File: config.mk
export PLATFORM = sky130hd
export DESIGN_NAME = slot_table_nearest_match
export DESIGN_NICKNAME = d
export VERILOG_FILES = /design/src/rtl/stnm_pkg.sv /design/src/rtl/stnm_ram.sv /design/src/rtl/stnm_datapath.sv /design/src/rtl/stnm_ctrl.sv /design/src/rtl/slot_table_nearest_match.sv
export SDC_FILE = /design/constraint.sdc
export NUM_CORES = 1
export LEC_CHECK = 0
export BUFFER_PORTS_ARGS = -buffer_cell sky130_fd_sc_hd__buf_2
export CAP_MARGIN = 30
export CORE_MARGIN = 3
export CORE_UTILIZATION = 50
export CTS_CLUSTER_DIAMETER = 200
export DETAILED_ROUTE_END_ITERATION = 8
export GPL_TIMING_DRIVEN = 0
export PLACE_DENSITY = 0.74
export SYNTH_ARGS = -nofsm -noshare
export SYNTH_HDL_FRONTEND = slang
export SYNTH_SLANG_ARGS = --single-unit
File: constraint.sdc
create_clock -name clk -period 9.9 [get_ports clk]
set_clock_uncertainty 0.1 [all_clocks]
set_input_delay 0.495 -clock clk [delete_from_list [all_inputs] [get_ports clk]]
set_output_delay 0.495 -clock clk [all_outputs]
set_load 0.05 [all_outputs]
File: src/rtl/stnm_pkg.sv
package stnm_pkg;

  localparam int SLOTS_DEFAULT      = 32;
  localparam int COORD_BITS_DEFAULT = 6;

  // command codes
  localparam logic [1:0] CMD_ALLOC   = 2'd0;
  localparam logic [1:0] CMD_RELEASE = 2'd1;
  localparam logic [1:0] CMD_FIND    = 2'd2;

  // result status codes
  localparam logic [1:0] ST_OK        = 2'd0;
  localparam logic [1:0] ST_FULL      = 2'd1;
  localparam logic [1:0] ST_NOT_ALLOC = 2'd2;
  localparam logic [1:0] ST_NO_MATCH  = 2'd3;

  localparam int DIST_MAX = 127;

  typedef struct packed {
    logic [1:0] command;
    logic [3:0] kind;
    logic [2:0] owner;
    logic [5:0] pos_x;
    logic [5:0] pos_y;
    logic [4:0] slot_id;
  } in_item_t;

  typedef struct packed {
    logic [1:0] status;
    logic [4:0] result_slot;
    logic [6:0] distance;
  } out_item_t;

  // controller to datapath
  typedef struct packed {
    logic load;
    logic alloc_rd;
    logic alloc_wr;
    logic release_op;
    logic scan_step;
    logic res_load;
  } ctl_cmd_t;

  // datapath to controller
  typedef struct packed {
    logic full;
    logic scan_last;
    logic out_free;
  } dp_stat_t;

endpackage

File: src/rtl/stnm_ram.sv
module stnm_ram #(
  parameter int WIDTH = 8,
  parameter int DEPTH = 32
) (
  input  logic                     clk,
  input  logic                     we,
  input  logic [$clog2(DEPTH)-1:0] waddr,
  input  logic [WIDTH-1:0]         wdata,
  input  logic [$clog2(DEPTH)-1:0] raddr,
  output logic [WIDTH-1:0]         rdata
);
  logic [WIDTH-1:0] mem [DEPTH];

  always_ff @(posedge clk) begin
    if (we) begin
      mem[waddr] <= wdata;
    end
    rdata <= mem[raddr];
  end
endmodule

File: src/rtl/stnm_datapath.sv
module stnm_datapath #(
  parameter int SLOTS      = 32,
  parameter int COORD_BITS = 6
) (
  input  logic                clk,
  input  logic                rst,
  input  stnm_pkg::ctl_cmd_t  ctl,
  output stnm_pkg::dp_stat_t  stat,
  input  stnm_pkg::in_item_t  cmd_data,
  output logic                rsp_valid,
  input  logic                rsp_ready,
  output stnm_pkg::out_item_t rsp_data
);
  import stnm_pkg::*;

  localparam int SLOT_W = $clog2(SLOTS);
  localparam int CNT_W  = $clog2(SLOTS + 1);
  localparam int DW     = COORD_BITS + 1;
  localparam int XW     = (SLOT_W > 5) ? SLOT_W : 5;
  localparam int IDW    = XW + 1;
  localparam int SW     = (DW > 7) ? DW : 7;
  localparam int REC_W  = 4 + 3 + 2 * COORD_BITS;

  // request
  logic [1:0]            q_cmd;
  logic [3:0]            q_kind;
  logic [2:0]            q_owner;
  logic [COORD_BITS-1:0] q_x;
  logic [COORD_BITS-1:0] q_y;
  logic [4:0]            q_sid;

  // table state
  logic [SLOTS-1:0] slot_valid;
  logic [SLOTS-1:0] stack_written;
  logic [CNT_W-1:0] used_count;

  // pending result for allocate and release
  logic [1:0] res_status;
  logic [4:0] res_slot;

  // scan
  logic [SLOT_W-1:0] scan_idx;
  logic              p_live;
  logic [SLOT_W-1:0] p_idx;
  logic              found;
  logic [DW-1:0]     best_d;
  logic [SLOT_W-1:0] best_id;

  logic [CNT_W-1:0]  used_dec;
  logic [SLOT_W-1:0] used_idx;
  logic [SLOT_W-1:0] stack_rdata;
  logic [SLOT_W-1:0] pop_id;
  logic [XW-1:0]     pop_wide;
  logic [XW-1:0]     best_wide;
  logic [IDW-1:0]    sid_ext;
  logic [SLOT_W-1:0] sid_idx;
  logic              rel_ok;
  logic [REC_W-1:0]  rec_wdata;
  logic [REC_W-1:0]  rec;
  logic [3:0]            r_kind;
  logic [2:0]            r_owner;
  logic [COORD_BITS-1:0] r_x;
  logic [COORD_BITS-1:0] r_y;
  logic [COORD_BITS-1:0] dx;
  logic [COORD_BITS-1:0] dy;
  logic [COORD_BITS-1:0] m;
  logic [DW-1:0]     d;
  logic              hit;
  logic              better;
  logic [SW-1:0]     best_sw;
  logic [6:0]        dist_sat;
  out_item_t         res_mux;

  assign used_dec = used_count - CNT_W'(1);
  assign used_idx = used_count[SLOT_W-1:0];
  assign pop_id   = stack_written[used_idx] ? stack_rdata : used_idx;
  assign pop_wide = XW'(pop_id);
  assign best_wide = XW'(best_id);

  assign sid_ext = IDW'(q_sid);
  assign sid_idx = sid_ext[SLOT_W-1:0];
  assign rel_ok  = (sid_ext < IDW'(SLOTS)) && slot_valid[sid_idx] && (used_count != '0);

  assign rec_wdata = {q_kind, q_owner, q_x, q_y};
  assign r_kind  = rec[REC_W-1 -: 4];
  assign r_owner = rec[REC_W-5 -: 3];
  assign r_x     = rec[2*COORD_BITS-1 -: COORD_BITS];
  assign r_y     = rec[COORD_BITS-1:0];

  stnm_ram #(.WIDTH(SLOT_W), .DEPTH(SLOTS)) u_stack_ram (
    .clk   (clk),
    .we    (ctl.release_op & rel_ok),
    .waddr (used_dec[SLOT_W-1:0]),
    .wdata (sid_idx),
    .raddr (used_idx),
    .rdata (stack_rdata)
  );

  stnm_ram #(.WIDTH(REC_W), .DEPTH(SLOTS)) u_slot_ram (
    .clk   (clk),
    .we    (ctl.alloc_wr),
    .waddr (pop_id),
    .wdata (rec_wdata),
    .raddr (scan_idx),
    .rdata (rec)
  );

  // octagonal distance of the record read last cycle
  always_comb begin
    dx = (r_x > q_x) ? r_x - q_x : q_x - r_x;
    dy = (r_y > q_y) ? r_y - q_y : q_y - r_y;
    m  = (dx < dy) ? dx : dy;
    d  = DW'(dx) + DW'(dy) - DW'(m >> 2) - DW'(m >> 3) + DW'(m >> 5);
    hit    = p_live && (r_kind == q_kind) && (r_owner == q_owner);
    better = hit && (!found || (d < best_d));
  end

  always_comb begin
    best_sw  = SW'(best_d);
    dist_sat = (best_sw > SW'(DIST_MAX)) ? 7'(DIST_MAX) : best_sw[6:0];
    if (q_cmd == CMD_FIND) begin
      if (found) begin
        res_mux.status      = ST_OK;
        res_mux.result_slot = best_wide[4:0];
        res_mux.distance    = dist_sat;
      end else begin
        res_mux.status      = ST_NO_MATCH;
        res_mux.result_slot = '0;
        res_mux.distance    = '0;
      end
    end else begin
      res_mux.status      = res_status;
      res_mux.result_slot = res_slot;
      res_mux.distance    = '0;
    end
  end

  assign stat.full      = (used_count >= CNT_W'(SLOTS));
  assign stat.scan_last = (scan_idx == SLOT_W'(SLOTS - 1));
  assign stat.out_free  = !rsp_valid || rsp_ready;

  always_ff @(posedge clk) begin
    if (ctl.load) begin
      q_cmd      <= cmd_data.command;
      q_kind     <= cmd_data.kind;
      q_owner    <= cmd_data.owner;
      q_x        <= COORD_BITS'(cmd_data.pos_x);
      q_y        <= COORD_BITS'(cmd_data.pos_y);
      q_sid      <= cmd_data.slot_id;
      res_status <= ST_OK;
      res_slot   <= (cmd_data.command == CMD_RELEASE) ? cmd_data.slot_id : 5'd0;
    end
    if (ctl.alloc_rd && stat.full) begin
      res_status <= ST_FULL;
    end
    if (ctl.alloc_wr) begin
      res_slot <= pop_wide[4:0];
    end
    if (ctl.release_op && !rel_ok) begin
      res_status <= ST_NOT_ALLOC;
    end
    p_idx <= scan_idx;
    if (better) begin
      best_d  <= d;
      best_id <= p_idx;
    end
    if (ctl.res_load) begin
      rsp_data <= res_mux;
    end
  end

  always_ff @(posedge clk) begin
    if (rst) begin
      slot_valid    <= '0;
      stack_written <= '0;
      used_count    <= '0;
      scan_idx      <= '0;
      p_live        <= 1'b0;
      found         <= 1'b0;
      rsp_valid     <= 1'b0;
    end else begin
      if (ctl.alloc_wr) begin
        slot_valid[pop_id] <= 1'b1;
        used_count         <= used_count + CNT_W'(1);
      end
      if (ctl.release_op && rel_ok) begin
        slot_valid[sid_idx]                  <= 1'b0;
        stack_written[used_dec[SLOT_W-1:0]] <= 1'b1;
        used_count                           <= used_dec;
      end
      p_live <= ctl.scan_step && slot_valid[scan_idx];
      if (ctl.load) begin
        scan_idx <= '0;
        found    <= 1'b0;
      end else begin
        if (ctl.scan_step && !stat.scan_last) begin
          scan_idx <= scan_idx + SLOT_W'(1);
        end
        if (better) begin
          found <= 1'b1;
        end
      end
      if (ctl.res_load) begin
        rsp_valid <= 1'b1;
      end else if (rsp_ready) begin
        rsp_valid <= 1'b0;
      end
    end
  end
endmodule

File: src/rtl/stnm_ctrl.sv
module stnm_ctrl (
  input  logic               clk,
  input  logic               rst,
  input  logic               cmd_valid,
  input  logic [1:0]         command,
  input  stnm_pkg::dp_stat_t stat,
  output logic               cmd_ready,
  output stnm_pkg::ctl_cmd_t ctl
);
  import stnm_pkg::*;

  typedef enum logic [6:0] {
    S_IDLE     = 7'b0000001,
    S_ALLOC_RD = 7'b0000010,
    S_ALLOC_WR = 7'b0000100,
    S_RELEASE  = 7'b0001000,
    S_SCAN     = 7'b0010000,
    S_DRAIN    = 7'b0100000,
    S_DONE     = 7'b1000000
  } state_t;

  state_t state;
  state_t state_next;

  always_comb begin
    state_next = state;
    ctl        = '0;
    cmd_ready  = 1'b0;
    case (state)
      S_IDLE: begin
        cmd_ready = 1'b1;
        if (cmd_valid) begin
          ctl.load = 1'b1;
          case (command)
            CMD_ALLOC:   state_next = S_ALLOC_RD;
            CMD_RELEASE: state_next = S_RELEASE;
            CMD_FIND:    state_next = S_SCAN;
            default:     state_next = S_DONE;
          endcase
        end
      end
      S_ALLOC_RD: begin
        ctl.alloc_rd = 1'b1;
        state_next   = stat.full ? S_DONE : S_ALLOC_WR;
      end
      S_ALLOC_WR: begin
        ctl.alloc_wr = 1'b1;
        state_next   = S_DONE;
      end
      S_RELEASE: begin
        ctl.release_op = 1'b1;
        state_next     = S_DONE;
      end
      S_SCAN: begin
        ctl.scan_step = 1'b1;
        if (stat.scan_last) begin
          state_next = S_DRAIN;
        end
      end
      S_DRAIN: begin
        // last compare lands this cycle
        state_next = S_DONE;
      end
      S_DONE: begin
        if (stat.out_free) begin
          ctl.res_load = 1'b1;
          state_next   = S_IDLE;
        end
      end
      default: begin
        state_next = S_IDLE;
      end
    endcase
  end

  always_ff @(posedge clk) begin
    if (rst) begin
      state <= S_IDLE;
    end else begin
      state <= state_next;
    end
  end
endmodule

File: src/rtl/slot_table_nearest_match.sv
// Channel  Direction  Handshake              Payload
// cmd      in         cmd_valid / cmd_ready  cmd_data (in_item_t)
// rsp      out        rsp_valid / rsp_ready  rsp_data (out_item_t)
//
// One transaction at a time. Allocate reads, then writes (no write on a
// full table); find reads one slot record per cycle through the slot RAM's
// read port, then a drain state waits for the last compare.
// Reset is synchronous; the table comes up empty with no clearing pass.
// A waiting result blocks the next transaction only once that one is
// ready to deliver.
module slot_table_nearest_match #(
  parameter int SLOTS      = stnm_pkg::SLOTS_DEFAULT,
  parameter int COORD_BITS = stnm_pkg::COORD_BITS_DEFAULT
) (
  input  logic                clk,
  input  logic                rst,
  input  logic                cmd_valid,
  output logic                cmd_ready,
  input  stnm_pkg::in_item_t  cmd_data,
  output logic                rsp_valid,
  input  logic                rsp_ready,
  output stnm_pkg::out_item_t rsp_data
);
  import stnm_pkg::*;

  ctl_cmd_t ctl;
  dp_stat_t stat;

  stnm_ctrl u_ctrl (
    .clk       (clk),
    .rst       (rst),
    .cmd_valid (cmd_valid),
    .command   (cmd_data.command),
    .stat      (stat),
    .cmd_ready (cmd_ready),
    .ctl       (ctl)
  );

  stnm_datapath #(.SLOTS(SLOTS), .COORD_BITS(COORD_BITS)) u_datapath (
    .clk       (clk),
    .rst       (rst),
    .ctl       (ctl),
    .stat      (stat),
    .cmd_data  (cmd_data),
    .rsp_valid (rsp_valid),
    .rsp_ready (rsp_ready),
    .rsp_data  (rsp_data)
  );

  a_busy_after_accept: assert property (@(posedge clk) disable iff (rst)
    (cmd_valid && cmd_ready) |=> !cmd_ready)
    else $error("cmd_ready stayed high after an accepted transaction");

  a_load_only_when_free: assert property (@(posedge clk) disable iff (rst)
    ctl.res_load |-> stat.out_free)
    else $error("result loaded over an undelivered result");

  a_single_command: assert property (@(posedge clk) disable iff (rst)
    $onehot0({ctl.load, ctl.alloc_rd, ctl.alloc_wr, ctl.release_op,
              ctl.scan_step, ctl.res_load}))
    else $error("controller issued more than one command");

  a_distance_only_on_ok: assert property (@(posedge clk) disable iff (rst)
    (rsp_valid && (rsp_data.distance != 7'd0)) |-> (rsp_data.status == ST_OK))
    else $error("nonzero distance on a failed transaction");
endmodule

==> impl_metrics.sql <==
INSERT INTO impl_metrics (metric_group, metric, value, unit) VALUES
('grt', 'antenna_found_initial', '3', ''),
('grt', 'track_usage', '23.5', '%'),
('layout', 'final_area', '44700', 'um^2'),
('yosys', 'synth.top_cells.by_area', 'edfxtp_1, mux4_2, dfxtp_1', ''),
('outcome', 'outcome', 'completed', ''),
('grt', 'grt_start_max_net_pins', '35', ''),
('critical_path', 'crit-reg2reg-launch', 'u_datapath.q_y[0]', ''),
('floorplanning', 'num_rows', '100', ''),
('yosys', 'yosysWarnings', '0', ''),
('floorplanning', 'dieArea', '79900', 'um^2'),
('route', 'drc', '0', ''),
('route', 'drt-initial-drc-count', '2300', ''),
('cts', 'cts_tree', 'yes', ''),
('timing', 'worstMarginPinSlew', '1.06', 'ns'),
('critical_path', 'critPathRequiredTime', '10.16', 'ns'),
('cts', 'cts_hold_buf', '27', ''),
('yosys', 'synth_commonest_cells', 'edfxtp_1, mux4_2, dfxtp_1', ''),
('cts', 'clockBufferDepth', '3', ''),
('critical_path', 'critical_path.startpoint_type', 'flop', ''),
('route', 'finalWirelength', '93000', 'um'),
('route', 'detailedRoute.firstPassIterationCount', '5', ''),
('yosys', 'syn-mean-instance-area', '18.9', 'um^2'),
('layout', 'synthToLayoutAreaGrowth', '16.8', '%'),
('yosys', 'synth_cells', '2021', ''),
('grt', 'global_route.overflow_total', '0', ''),
('cts', 'cts.sinks', '941', ''),
('timing', 'finalHoldViolations', '0', ''),
('cts', 'clk_pin_slew_worst_paths', '0.06', 'ns'),
('floorplanning', 'die_w', '283', 'um'),
('floorplanning', 'core_area', '75200', 'um^2'),
('cts', 'post_cts_resized', '0', ''),
('layout', 'final_core_util', '59.5', '%'),
('critical_path', 'critical_path_end_type', 'flop', ''),
('place', 'detailed_place_hpwl', '61400', 'um'),
('floorplanning', 'number_of_i_o_pins', '46', ''),
('yosys', 'async_flop_share', '0', '%'),
('cts', 'clkLatencyLatePin', '0.67', 'ns'),
('route', 'routed_antenna_nets', '0', ''),
('yosys', 'synth_ff_type', 'edfxtp_1', ''),
('yosys', 'ys_seq_area_share', '70.8', '%'),
('route', 'routed_via_density', '6.14', ''),
('critical_path', 'reg2reg_slack', '0.80', 'ns'),
('place', 'dpl-instance-area', '41000', 'um^2'),
('critical_path', 'crit_path_max_incr_delay', '0.59', 'ns'),
('cts', 'cts_root_buffer', 'clkbuf_16', ''),
('grt', 'grt_first_pass_wirelength', '137000', 'um'),
('timing', 'final_count_of_pins_violating_max_slew', '0', ''),
('place', 'finalWeightedCongestion', '0.926', ''),
('timing', 'layout_worst_path_cycle_share', '91.9', '%'),
('layout', 'layout_nets', '2362', ''),
('place', 'io_buffers', '44', ''),
('min_path', 'min-delay-start', 'rsp_ready', ''),
('min_path', 'hold_path_class', 'input pin to flop', ''),
('power_and_ir_drop', 'cellLeakagePower', '14.4', 'nW'),
('yosys', 'netlist.area_leader.share', '64.7', '%'),
('critical_path', 'crit_path_from', 'u_datapath.q_y[0]', ''),
('cts', 'total_clock_buffers_created_by_cts', '93', ''),
('yosys', 'synth.cell_area', '38300', 'um^2'),
('timing', 'finalHoldWorstSlack', '0.0795', 'ns'),
('power_and_ir_drop', 'vdd_ir_drop_max', '0.179', 'mV'),
('floorplanning', 'die_h', '283', 'um'),
('timing', 'final_period_minus_worst_setup_slack', '9.10', 'ns'),
('yosys', 'synth.largest_area_cell', 'edfxtp_1', ''),
('yosys', 'synth-edff-count', '825', ''),
('yosys', 'synth_most_common_cell', 'edfxtp_1', ''),
('run', 'maxCapViolCount', '0', ''),
('timing', 'rsz0062_at_grt', 'no', ''),
('route', 'vias', '20700', ''),
('cts', 'post_cts_setup_bufs', '0', ''),
('timing', 'setup-violations-final', '0', ''),
('floorplanning', 'initial_core_util', '50.9', '%');
-- layout by cell type, fill, tap and decap left out, types with 13 or more instances in the layout --
| cell type | instances |
|---|---|
| mux2i_1 | 17 |
| dfxtp_1 | 116 |
| dlygate4sd3_1 | 27 |
| buf_8 | 43 |
| buf_16 | 25 |
| nor3_1 | 14 |
| clkinv_1 | 15 |
| clkbuf_16 | 94 |
| ha_1 | 48 |
| nand2b_1 | 15 |
| a21oi_1 | 53 |
| and3_1 | 14 |
| clkbuf_1 | 89 |
| nand2_1 | 63 |
| xnor2_1 | 21 |
| mux4_2 | 270 |
| buf_1 | 20 |
| nor2_1 | 84 |
| o21ai_0 | 26 |
| fa_1 | 13 |
| mux2_2 | 31 |
| nor2_2 | 26 |
| inv_1 | 77 |
| o21a_1 | 38 |
| nand3_1 | 24 |
| buf_2 | 53 |
| clkinv_2 | 16 |
| edfxtp_1 | 825 |
-- routing by layer --
metal / share of wire (%) / track usage [%] / up-vias
met1: 39 / 32.6 / 10800
met4: 2.9 / 8.01 / 0
met3: 8.5 / 4.30 / 169
li1: - / - / 8658
met5: 0 / 0 / -
met2: 49 / 38.1 / 1060
-- worst paths after layout --
kind,endpoint,cells after the start
max,u_datapath.best_d[6],29
min,u_ctrl.state[6],4
max reg2reg,u_datapath.best_d[6],29
min reg2reg,u_datapath.p_idx[3],0
-- critical path: cells and delay by family (launching register included) --
| kind | cells | cell delay (ns) |
|---|---|---|
| buffers and inverters | 5 | 0.70 |
| DFF | 1 | 0.51 |
| adders and majority gates | 8 | 3.37 |
| muxes | 2 | 0.87 |
| xor gates and xnor gates | 1 | 0.22 |
| and+or+nand+nor | 3 | 0.31 |
| AOI/OAI and AO/OA | 10 | 2.76 |
-- flip-flops by register name, summed over array words and instances, names as in the netlist, 6 cells and up --
| register | cells |
|---|---|
| u_datapath.q_x | 6 |
| u_datapath.u_stack_ram.mem | 160 |
| u_datapath.used_count | 6 |
| u_datapath.slot_valid | 32 |
| u_datapath.best_d | 7 |
| u_datapath.u_slot_ram.mem | 608 |
| u_datapath.stack_written | 32 |
| u_datapath.q_y | 6 |
| u_datapath.u_slot_ram.rdata | 19 |
| u_ctrl.state | 7 |
| u_datapath.rsp_data | 14 |
-- through the flow --
| step | total power [mW] | setup WS (ns) |
|---|---|---|
| after CTS | 9.34 | 0.415 |
| after floorplan | 5.46 | 1.60 |
| after global routing | 9.69 | 0.240 |
| final | 9.31 | 0.799 |
| after detailed placement | 5.84 | 0.437 |
| after global placement | 5.75 | 0.454 |
-- final cells by class --
cell class / count / area [um^2]
clock buffer: 121 / 2510
inverter: 81 / 304
antenna: 1 / 2.50
timing repair buffer: 155 / 1970
multi-input combinational: 903 / 10600
fill: 5266 / 30500
sequential: 941 / 27100
clock inverter: 49 / 554
buffer: 96 / 379
tap: 1020 / 1280
-- power breakdown --
group | total [mW] | internal [mW] | switching [mW]
Combinational | 1.29 | 0.564 | 0.725
Sequential | 4.50 | 4.45 | 0.0485
Clock | 3.52 | 2.01 | 1.51
Total | 9.31 | 7.03 | 2.28
-- cells by family (layout without fill, tap and decap cells) --
family | after synthesis | after routing | share of synthesized area, %
flip-flops | 941 | 941 | 70.8
multiplexers | 318 | 318 | 17.2
AND/OR/NAND/NOR | 295 | 295 | 3.68
AO/OA/AOI/OAI | 200 | 200 | 3.62
buffers and inverters | 177 | 502 | 1.78
adder cells (fa/ha/maj) | 61 | 61 | 2.25
XOR/XNOR | 29 | 29 | 0.663
other | 0 | 1 | 0
Note: power is estimated with default switching activity, not from simulation.
